===== src/rtl/rmdd_pkg.sv =====
// Package for the running mean drift detector: widths, item kinds, status codes
// and the command type passed from front to back. No dependencies.
package rmdd_pkg;

    localparam int FEAT_COUNT = 16;
    localparam int FW = (FEAT_COUNT > 1) ? $clog2(FEAT_COUNT) : 1;
    localparam int QDEPTH = 2;

    typedef enum logic [1:0] {
        KIND_SAMPLE = 2'd0,
        KIND_CHECK  = 2'd1,
        KIND_CLEAR  = 2'd2,
        KIND_LOAD   = 2'd3
    } kind_t;

    typedef enum logic [1:0] {
        ST_NO_DRIFT = 2'd0,
        ST_DRIFT    = 2'd1,
        ST_MISMATCH = 2'd2
    } status_t;

    // Command from the front part to the back part
    typedef struct packed {
        kind_t       kind;
        logic        mismatch;
        logic        first;
        logic [FW-1:0] pos;
        logic [31:0] value;
        logic [3:0]  slot;
        logic [31:0] dev;
    } cmd_t;

    typedef struct packed {
        status_t     status;
        logic [31:0] score;
        logic [3:0]  worst;
        logic        found;
    } res_t;

endpackage


===== src/rtl/rmdd_ram.sv =====
// Generic single-port-write, single-read RAM with registered read.
// No dependencies.
module rmdd_ram #(
    parameter int WIDTH = 32,
    parameter int DEPTH = 16
) (
    input  logic                     aclk,
    input  logic                     we,
    input  logic [$clog2(DEPTH)-1:0] waddr,
    input  logic [WIDTH-1:0]         wdata,
    input  logic [$clog2(DEPTH)-1:0] raddr,
    output logic [WIDTH-1:0]         rdata
);
    logic [WIDTH-1:0] mem [DEPTH];

    always_ff @(posedge aclk) begin
        if (we) begin
            mem[waddr] <= wdata;
        end
        rdata <= mem[raddr];
    end
endmodule


===== src/rtl/rmdd_front.sv =====
// Front part: accepts items, tracks feature position and classifies checks.
// Depends on rmdd_pkg.
module rmdd_front (
    input  logic           aclk,
    input  logic           aresetn,
    input  logic           in_valid,
    output logic           in_ready,
    input  logic [1:0]     in_kind,
    input  logic [31:0]    in_value,
    input  logic [3:0]     in_slot,
    input  logic [31:0]    in_dev,
    output logic           q_push,
    output rmdd_pkg::cmd_t q_cmd,
    input  logic           q_full
);
    import rmdd_pkg::*;

    logic [FW-1:0] pos_reg, pos_next;
    logic          acc;

    assign in_ready = !q_full;
    assign acc      = in_valid && in_ready;
    assign q_push   = acc;

    // Build the command
    always_comb begin
        q_cmd.kind     = kind_t'(in_kind);
        q_cmd.mismatch = (pos_reg != '0);
        q_cmd.first    = (pos_reg == '0);
        q_cmd.pos      = pos_reg;
        q_cmd.value    = in_value;
        q_cmd.slot     = in_slot;
        q_cmd.dev      = in_dev;
    end

    // Advance or rewind the position
    always_comb begin
        pos_next = pos_reg;
        if (acc) begin
            case (kind_t'(in_kind))
                KIND_SAMPLE: pos_next = (pos_reg == FW'(FEAT_COUNT - 1)) ? '0
                                                                        : pos_reg + 1'b1;
                KIND_CHECK:  pos_next = '0;
                KIND_CLEAR:  pos_next = '0;
                default:     pos_next = pos_reg;
            endcase
        end
    end

    always_ff @(posedge aclk) begin
        if (!aresetn) begin
            pos_reg <= '0;
        end else begin
            pos_reg <= pos_next;
        end
    end
endmodule


===== src/rtl/rmdd_queue.sv =====
// Short command queue between front and back parts.
// Depends on rmdd_pkg.
module rmdd_queue (
    input  logic           aclk,
    input  logic           aresetn,
    input  logic           push,
    input  rmdd_pkg::cmd_t push_cmd,
    output logic           full,
    input  logic           pop,
    output logic           empty,
    output rmdd_pkg::cmd_t head
);
    import rmdd_pkg::*;
    localparam int AW = $clog2(QDEPTH);

    cmd_t            slots_reg [QDEPTH];
    logic [AW-1:0]   wp_reg, rp_reg;
    logic [AW:0]     cnt_reg;

    assign full  = (cnt_reg == (AW+1)'(QDEPTH));
    assign empty = (cnt_reg == '0);
    assign head  = slots_reg[rp_reg];

    always_ff @(posedge aclk) begin
        if (push) begin
            slots_reg[wp_reg] <= push_cmd;
        end
    end

    // Hold pointers and count
    always_ff @(posedge aclk) begin
        if (!aresetn) begin
            wp_reg  <= '0;
            rp_reg  <= '0;
            cnt_reg <= '0;
        end else begin
            if (push) wp_reg <= wp_reg + 1'b1;
            if (pop)  rp_reg <= rp_reg + 1'b1;
            cnt_reg <= cnt_reg + (AW+1)'(push) - (AW+1)'(pop);
        end
    end
endmodule


===== src/rtl/rmdd_divider.sv =====
// Restoring divider, one quotient bit a cycle, unsigned 48 by 32 bits.
// No dependencies.
module rmdd_divider (
    input  logic        aclk,
    input  logic        aresetn,
    input  logic        start,
    input  logic [47:0] dividend,
    input  logic [31:0] divisor,
    output logic        done,
    output logic [47:0] quotient
);
    logic [47:0] q_reg;
    logic [32:0] r_reg;
    logic [31:0] d_reg;
    logic [5:0]  n_reg;
    logic        busy_reg;
    logic [32:0] trial;
    logic [33:0] sub;

    assign trial    = {r_reg[31:0], q_reg[47]};
    assign sub      = {1'b0, trial} - {2'b0, d_reg};
    assign quotient = q_reg;
    assign done     = busy_reg && (n_reg == 6'd0);

    always_ff @(posedge aclk) begin
        if (!aresetn) begin
            busy_reg <= 1'b0;
            n_reg    <= '0;
        end else if (start) begin
            busy_reg <= 1'b1;
            n_reg    <= 6'd48;
            q_reg    <= dividend;
            r_reg    <= '0;
            d_reg    <= divisor;
        end else if (busy_reg && n_reg != 6'd0) begin
            n_reg <= n_reg - 1'b1;
            if (!sub[33]) begin
                r_reg <= sub[32:0];
                q_reg <= {q_reg[46:0], 1'b1};
            end else begin
                r_reg <= trial;
                q_reg <= {q_reg[46:0], 1'b0};
            end
        end else if (done) begin
            busy_reg <= 1'b0;
        end
    end
endmodule


===== src/rtl/rmdd_back.sv =====
// Back part: updates running means, loads baselines, clears means and walks features on a check.
// Depends on rmdd_pkg, rmdd_ram and rmdd_divider.
module rmdd_back (
    input  logic           aclk,
    input  logic           aresetn,
    input  logic [31:0]    threshold,
    input  logic           q_empty,
    input  rmdd_pkg::cmd_t q_head,
    output logic           q_pop,
    output logic           res_valid,
    input  logic           res_ready,
    output rmdd_pkg::res_t res
);
    import rmdd_pkg::*;

    typedef enum logic [3:0] {
        S_IDLE, S_SREAD, S_SDIV, S_CHK_RD, S_CHK_WAIT, S_CHK_DIV, S_OUT, S_CLR
    } state_t;

    state_t        state_reg;
    cmd_t          cmd_reg;
    logic [FEAT_COUNT-1:0] valid_reg;
    logic [FEAT_COUNT-1:0] bvalid_reg;
    logic [31:0]   count_reg;
    logic [FW-1:0] idx_reg;
    logic [31:0]   best_reg;
    logic [3:0]    worst_reg;
    logic          found_reg;
    logic          neg_reg;
    logic [31:0]   mean_reg;
    logic          outv_reg;
    res_t          out_reg;

    // Memories
    logic          rm_we, bm_we;
    logic [FW-1:0] rm_wa, rm_ra, bm_ra;
    logic [31:0]   rm_wd, rm_rd, bm_rd, bs_rd;

    rmdd_ram #(.WIDTH(32), .DEPTH(FEAT_COUNT)) u_rm (
        .aclk(aclk), .we(rm_we), .waddr(rm_wa), .wdata(rm_wd),
        .raddr(rm_ra), .rdata(rm_rd));
    rmdd_ram #(.WIDTH(32), .DEPTH(FEAT_COUNT)) u_bm (
        .aclk(aclk), .we(bm_we), .waddr(cmd_reg.slot[FW-1:0]),
        .wdata(cmd_reg.value), .raddr(bm_ra), .rdata(bm_rd));
    rmdd_ram #(.WIDTH(32), .DEPTH(FEAT_COUNT)) u_bs (
        .aclk(aclk), .we(bm_we), .waddr(cmd_reg.slot[FW-1:0]),
        .wdata(cmd_reg.dev), .raddr(bm_ra), .rdata(bs_rd));

    // Divider
    logic        dv_start, dv_done;
    logic [47:0] dv_n, dv_q;
    logic [31:0] dv_d;
    rmdd_divider u_div (
        .aclk(aclk), .aresetn(aresetn), .start(dv_start), .dividend(dv_n),
        .divisor(dv_d), .done(dv_done), .quotient(dv_q));

    logic [31:0] cnt_eff, mean_v, bl_v, base_v, dev_v;
    logic signed [32:0] diff_s, dd_s;
    logic [32:0] mag;
    logic [31:0] z, qtrunc;
    logic [47:0] qsigned;
    logic        slot_ok;

    assign slot_ok = ({28'd0, q_head.slot} < 32'(FEAT_COUNT));
    assign mean_v  = valid_reg[cmd_reg.pos] ? rm_rd : 32'd0;
    assign bl_v    = valid_reg[idx_reg] ? rm_rd : 32'd0;
    // Baseline entries never loaded read as zero
    assign base_v  = bvalid_reg[idx_reg] ? bm_rd : 32'd0;
    assign dev_v   = bvalid_reg[idx_reg] ? bs_rd : 32'd0;
    assign cnt_eff = (count_reg == 32'd0) ? 32'd1 : count_reg;
    assign diff_s  = $signed({cmd_reg.value[31], cmd_reg.value})
                   - $signed({mean_v[31], mean_v});
    assign dd_s    = $signed({bl_v[31], bl_v}) - $signed({base_v[31], base_v});
    assign mag     = dd_s[32] ? 33'(-dd_s) : 33'(dd_s);
    assign z       = (dv_q[47:32] != 16'd0) ? 32'hFFFF_FFFF : dv_q[31:0];
    assign qsigned = neg_reg ? 48'(-dv_q) : dv_q;
    assign qtrunc  = qsigned[31:0];

    assign q_pop     = (state_reg == S_IDLE) && !q_empty && !outv_reg
                    || (state_reg == S_IDLE) && !q_empty && q_head.kind != KIND_CHECK;
    assign res_valid = outv_reg;
    assign res       = out_reg;

    // Drive memory and divider control
    always_comb begin
        rm_we    = 1'b0;
        rm_wa    = cmd_reg.pos;
        rm_wd    = mean_reg + qtrunc;
        rm_ra    = (state_reg == S_IDLE) ? q_head.pos : idx_reg;
        bm_ra    = idx_reg;
        bm_we    = (state_reg == S_CLR);
        dv_start = 1'b0;
        dv_n     = '0;
        dv_d     = cnt_eff;
        if (state_reg == S_SREAD) begin
            dv_start = 1'b1;
            dv_n     = {15'd0, diff_s[32] ? 33'(-diff_s) : 33'(diff_s)};
        end
        if (state_reg == S_SDIV && dv_done) begin
            rm_we = 1'b1;
        end
        if (state_reg == S_CHK_WAIT) begin
            dv_start = (dev_v != 32'd0);
            dv_n     = {mag[31:0], 16'd0};
            dv_d     = dev_v;
        end
    end

    // Sequence one command at a time
    always_ff @(posedge aclk) begin
        if (!aresetn) begin
            state_reg  <= S_IDLE;
            valid_reg  <= '0;
            bvalid_reg <= '0;
            count_reg  <= '0;
            outv_reg   <= 1'b0;
        end else begin
            if (outv_reg && res_ready) outv_reg <= 1'b0;
            if (rm_we) valid_reg[rm_wa] <= 1'b1;
            if (bm_we) bvalid_reg[cmd_reg.slot[FW-1:0]] <= 1'b1;
            case (state_reg)
                S_IDLE: if (q_pop) begin
                    cmd_reg <= q_head;
                    case (q_head.kind)
                        KIND_SAMPLE: begin
                            if (q_head.first && count_reg != 32'hFFFF_FFFF)
                                count_reg <= count_reg + 1'b1;
                            state_reg <= S_SREAD;
                        end
                        KIND_CLEAR: begin
                            valid_reg <= '0;
                            count_reg <= '0;
                        end
                        KIND_LOAD: if (slot_ok) state_reg <= S_CLR;
                        KIND_CHECK: begin
                            if (q_head.mismatch) begin
                                outv_reg      <= 1'b1;
                                out_reg       <= '{ST_MISMATCH, 32'd0, 4'd0, 1'b0};
                            end else begin
                                idx_reg   <= '0;
                                best_reg  <= '0;
                                worst_reg <= '0;
                                found_reg <= 1'b0;
                                state_reg <= S_CHK_RD;
                            end
                        end
                        default: ;
                    endcase
                end
                S_SREAD: begin
                    mean_reg  <= mean_v;
                    neg_reg   <= diff_s[32];
                    state_reg <= S_SDIV;
                end
                S_SDIV: if (dv_done) state_reg <= S_IDLE;
                S_CLR: state_reg <= S_IDLE;
                S_CHK_RD: state_reg <= S_CHK_WAIT;
                S_CHK_WAIT: state_reg <= (dev_v != 32'd0) ? S_CHK_DIV : S_OUT;
                S_CHK_DIV: if (dv_done) begin
                    if (!found_reg || z > best_reg) begin
                        best_reg  <= z;
                        worst_reg <= 4'(idx_reg);
                        found_reg <= 1'b1;
                    end
                    state_reg <= S_OUT;
                end
                S_OUT: begin
                    if (idx_reg == FW'(FEAT_COUNT - 1)) begin
                        outv_reg  <= 1'b1;
                        out_reg   <= '{(found_reg && best_reg > threshold) ? ST_DRIFT
                                       : ST_NO_DRIFT, best_reg, worst_reg, found_reg};
                        state_reg <= S_IDLE;
                    end else begin
                        idx_reg   <= idx_reg + 1'b1;
                        state_reg <= S_CHK_RD;
                    end
                end
                default: state_reg <= S_IDLE;
            endcase
        end
    end

`ifndef SYNTHESIS
    a_clear_count: assert property (@(posedge aclk) disable iff (!aresetn)
        (q_pop && q_head.kind == KIND_CLEAR) |=> (count_reg == 32'd0))
        else $error("count not cleared");
    a_mismatch_res: assert property (@(posedge aclk) disable iff (!aresetn)
        (outv_reg && out_reg.status == ST_MISMATCH) |-> (out_reg.score == 32'd0))
        else $error("mismatch with score");
    a_drift_found: assert property (@(posedge aclk) disable iff (!aresetn)
        (outv_reg && out_reg.status == ST_DRIFT) |-> out_reg.found)
        else $error("drift without feature");
`endif
endmodule


===== src/rtl/running_mean_drift_detector.sv =====
// Top level of the running mean drift detector: config register and wiring.
// Depends on rmdd_pkg, rmdd_front, rmdd_queue, rmdd_back.
//
//  channel   | direction | handshake            | payload
//  s_axis    | in        | s_tvalid / s_tready  | kind, sample_value, feature_slot, dev
//  m_axis    | out       | m_tvalid / m_tready  | status, peak_score, worst_feature, found
//  cfg       | in        | cfg_valid / cfg_ready| drift_threshold
//
// A sample occupies the back part through S_SREAD and S_SDIV, where it waits for the
// one-bit-a-cycle divider (48 steps); a load passes through S_CLR and a clear is done
// in S_IDLE. A check walks each feature through S_CHK_RD and S_CHK_WAIT, then S_CHK_DIV
// for a nonzero deviation, then S_OUT; a length mismatch check is answered from S_IDLE.
// Reset is synchronous, active low. The two-entry queue lets the input keep
// accepting while a result waits, until it holds two items.
module running_mean_drift_detector (
    input  logic        aclk,
    input  logic        aresetn,
    input  logic        s_tvalid,
    output logic        s_tready,
    input  logic [1:0]  s_tuser,   // kind
    input  logic [71:0] s_tdata,   // sample_value[31:0], feature_slot[35:32],
                                   // baseline_deviation[67:36], zero fill
    output logic        m_tvalid,
    input  logic        m_tready,
    output logic [1:0]  m_tuser,   // status
    output logic [39:0] m_tdata,   // peak_score[31:0], worst_feature[35:32],
                                   // worst_found[36], zero fill
    input  logic        cfg_valid,
    output logic        cfg_ready,
    input  logic [31:0] cfg_data
);
    import rmdd_pkg::*;

    logic [31:0] thr_reg;
    logic        push, full, empty, pop;
    cmd_t        pcmd, head;
    res_t        res;

    assign cfg_ready = 1'b1;

    // Hold the threshold register
    always_ff @(posedge aclk) begin
        if (!aresetn) begin
            thr_reg <= 32'd196608;
        end else if (cfg_valid) begin
            thr_reg <= cfg_data;
        end
    end

    rmdd_front u_front (
        .aclk(aclk), .aresetn(aresetn), .in_valid(s_tvalid), .in_ready(s_tready),
        .in_kind(s_tuser), .in_value(s_tdata[31:0]), .in_slot(s_tdata[35:32]),
        .in_dev(s_tdata[67:36]), .q_push(push), .q_cmd(pcmd), .q_full(full));

    rmdd_queue u_queue (
        .aclk(aclk), .aresetn(aresetn), .push(push), .push_cmd(pcmd), .full(full),
        .pop(pop), .empty(empty), .head(head));

    rmdd_back u_back (
        .aclk(aclk), .aresetn(aresetn), .threshold(thr_reg), .q_empty(empty),
        .q_head(head), .q_pop(pop), .res_valid(m_tvalid), .res_ready(m_tready),
        .res(res));

    assign m_tuser = res.status;
    assign m_tdata = {3'd0, res.found, res.worst, res.score};
endmodule

===== config.mk =====
export PLATFORM = sky130hd
export DESIGN_NAME = running_mean_drift_detector
export DESIGN_NICKNAME = d
export VERILOG_FILES = /design/src/rtl/rmdd_pkg.sv /design/src/rtl/rmdd_ram.sv /design/src/rtl/rmdd_front.sv /design/src/rtl/rmdd_queue.sv /design/src/rtl/rmdd_divider.sv /design/src/rtl/rmdd_back.sv /design/src/rtl/running_mean_drift_detector.sv
export SDC_FILE = /design/constraint.sdc
export NUM_CORES = 2
export LEC_CHECK = 0
export BUFFER_PORTS_ARGS = -buffer_cell sky130_fd_sc_hd__buf_2
export CORE_MARGIN = 3
export CORE_UTILIZATION = 39
export CTS_CLUSTER_DIAMETER = 40
export DETAILED_ROUTE_END_ITERATION = 8
export HOLD_SLACK_MARGIN = 0.08
export PLACE_DENSITY = 0.55
export SYNTH_ARGS = -nofsm -noshare
export SYNTH_HDL_FRONTEND = slang
export SYNTH_SLANG_ARGS = --single-unit
export TNS_END_PERCENT = 20

===== constraint.sdc =====
create_clock -name aclk -period 14.3 [get_ports aclk]
set_input_delay 2.86 -clock aclk [delete_from_list [all_inputs] [get_ports aclk]]
set_output_delay 2.86 -clock aclk [all_outputs]
set_load 0.03 [all_outputs]

==> impl_metrics.toml <==
[sta]
fin_crit_sh_pct = 56.8
drv_slew = 0
fin_skew_ns = 0.0738
timing.fmax_mhz = 123
slew_headroom_pct = 7.70
worstMarginPinSlew_ns = 1.37
fin_setup_tns_ns = 0
setup_viol = 0
finalHoldViolCount = 0
rsz0062_at_grt = "no"
fin_crit_ns = 8.12

[floorplanning]
rows = 178
die_w_um = 495
die_h_um = 495
dieArea_um2 = 245000
start_util_pct = 39.4
core-area_um2 = 237000
num_io_pins = 156

[global_routing]
grt_first_pass_wirelength_um = 351000
grt_max_degree = 108
grtUsageTotal_pct = 19.3
grt_pass1_vias = 52300
grt-ovfl-total = 0
antenna_found_initial = 24

[worst_setup_path]
worstPathArrival_ns = 8.77
crit_family = "compound AO/OA/AOI/OAI gates"
worstReg2RegEnd = "u_back.u_div.quotient[42]"
critPathCaptureType = "register"
worstSetupPathType = "register to register"
rrSetupSlack_ns = 6.18
critPathCapture = "u_back.u_div.quotient[42]"
cpMostUsedCell = "buf_4"
required_ns = 14.95
critPathSlowestCell = "buf_4"
cp_max_fo = 65
crit_path_start_kind = "register"
reg2regPathDepth = 18
cp_num_cells = 18
path_cells = "buf_4 -> buf_4 -> mux4_2 -> mux4_2 -> buf_4 -> and2_1 -> ha_1 -> fa_1 -> nor2b_1 -> o31a_2 -> o211ai_2 -> o211ai_1 -> a41oi_2 -> a2111oi_2 -> o32a_1 -> a41oi_4 -> or3_1 -> a32o_1"
path_buf_inv = 3
r2r-start = "u_back.bm_ra[1]"
worstSetupStartpoint = "u_back.bm_ra[1]"
worst_path_largest_cell_delay_ns = 0.84

[clock_network]
cts_made_buffers = 348
clock_latency_ns = 0.95
clk_pin_slew_worst_paths_ns = 0.05
cts_max_level = 5
cts_sinks = 2197
cts-root-buf = "clkbuf_16"
cts_resized = 0
cts_hold_buf = 0
tritoncts = "yes"
clk_path_buf_depth = 4
cts_setup_buffers = 0

[hold_path]
hp-start = "u_back.bvalid_reg[0]"
hold_path.class = "register to register"

[routing]
dr.pass1.iters = 6
wl_per_cell_um = 25.3
routed_wl_um = 237000
postRouteAntennaNets = 0
drc = 0
initialDrtViolationCount = 4305
vias = 51000
vias_per_cell = 5.44

[finish]
multi_input_area_um2 = 28000
stdcell_area_um2 = 110000
reg_top3 = "u_back.u_bm.mem: 512 flops, u_back.u_bs.mem: 512 flops, u_back.u_rm.mem: 512 flops"
finalCoreUtilization_pct = 46.5
final_cell_count_no_fill = 9374
seq_area_um2 = 63900
drive_gt1_share_pct = 24.5
nNetsFinal = 6269
num-fill-cells = 20400
syn_to_final_growth_pct = 18.0

[power]
p_leak_nw = 37.5
finalPower_mw = 21.7
ir_drop_uv = 152
powerDensity_nw_per_um2 = 198

[flow_run]
cap_viol_max_count = 0

[yosys]
avgSynthCellArea_um2 = 16.7
async_flop_share_pct = 0
synthDistinctLibCells = 111
syn_area_um2 = 93200
yosysSeqAreaShare_pct = 68.5
yosysWarnings = 0
ys_seq_elements = 2197
synth_ff_type = "edfxtp_1"
synthCells = 5588
synth-edff-count = 1985

[place]
dp_hpwl_um = 145000
dp.cells = 8747
place_congestion = 0.903
dpl_cell_area_um2 = 98100
io_buffer_count = 147

[run_status]
status = "complete, no violations"
## cells in the final DEF (no fill, tap or decap), types with 75 or more instances in the layout
cell,Yosys,layout
edfxtp_1,1985,1985
mux4_2,463,463
clkbuf_16,0,354
nand2_1,268,268
nor2_1,255,227
dfxtp_1,212,211
ha_1,207,207
inv_1,194,194
a21oi_1,177,177
buf_2,26,147
o21ai_0,143,143
xnor2_1,130,129
nand3_1,111,111
buf_4,7,110
and2_1,98,98
mux2i_1,97,93
nor2b_1,89,88
xor2_1,83,83
mux2_2,75,75
## worst min-delay path by stage
stage | to | slack [ns] | depth (start not counted)
after CTS | u_back.bvalid_reg[4] | 0.47 | 1
final | u_back.bvalid_reg[0] | 0.46 | 1
after detailed placement | u_back.bvalid_reg[1] | 0.45 | 1
after floorplan | u_back.bvalid_reg[10] | 0.44 | 1
after global placement | u_back.bvalid_reg[3] | 0.44 | 1
after global routing | u_back.bvalid_reg[11] | 0.48 | 1
## cells in the mapped netlist, types with 26 or more instances
cell      number  share of area [%]
nand3_1      111               0.60
mux2i_1       97                1.0
nand4_1       44               0.30
a211oi_1      56               0.45
inv_1        194               0.78
a21o_1        59               0.48
nand2_1      268                1.1
and2_1        98               0.66
nor2_1       255                1.0
edfxtp_1    1985                 64
a21oi_1      177               0.95
nor2b_1       89               0.60
mux4_2       463                 11
buf_2         26               0.14
clkbuf_1     156               0.63
xor2_1        83               0.78
o21ai_0      143               0.77
nor3_1        57               0.31
o211ai_1      26               0.21
ha_1         207                2.8
or2_2         49               0.33
xnor2_1      130                1.2
nor4_1        31               0.21
o21a_1        72               0.58
mux2_2        75               0.91
buf_1         60               0.24
nand2b_1      33               0.22
dfxtp_1      212                4.6
## per-stage QoR
stage | hold WS, ns | worst slack (ns)
after floorplan | 0.435 | 4.49
after global routing | 0.485 | 5.67
final | 0.462 | 6.18
after global placement | 0.442 | 6.22
after detailed placement | 0.453 | 6.15
after CTS | 0.468 | 6.09
## cell type report
cell class              instances  share of cell area [%]
multi-input cells            2947                    25.4
clock inverters               234                    2.51
repair buffers                259                    1.46
inverters                     194                   0.663
diodes                          5                  0.0114
flip-flops and latches       2197                    58.1
clock buffers                 388                    8.24
well taps                    3150                    3.59
## kinds of logic after synthesis
family	count (synthesis)	share of synthesized area [%]
AOI/OAI and AO/OA	738	5.31
xor gates and xnor gates	214	2.02
adders and majority gates	211	2.87
buffers and inverters	446	1.87
DFF	2197	68.5
muxes	636	13.2
other	2	0.00806
and+or+nand+nor	1144	6.25
## report_power, final
group | total, mW | internal [mW] | switching (mW)
Clock | 8.47 | 5.42 | 3.05
Combinational | 4.63 | 1.92 | 2.70
Sequential | 8.64 | 8.07 | 0.573
## per-layer routing
| layer | track usage (%) | vias up | wire [µm] |
|---|---|---|---|
| li1 | - | 22800 | - |
| met1 | 27.9 | 26300 | 108000 |
| met2 | 30.0 | 1536 | 109000 |
| met3 | 2.95 | 369 | 12900 |
| met4 | 6.11 | 0 | 6970 |
| met5 | 0 | - | 0 |
Note: power is estimated with default switching activity, not from simulation.
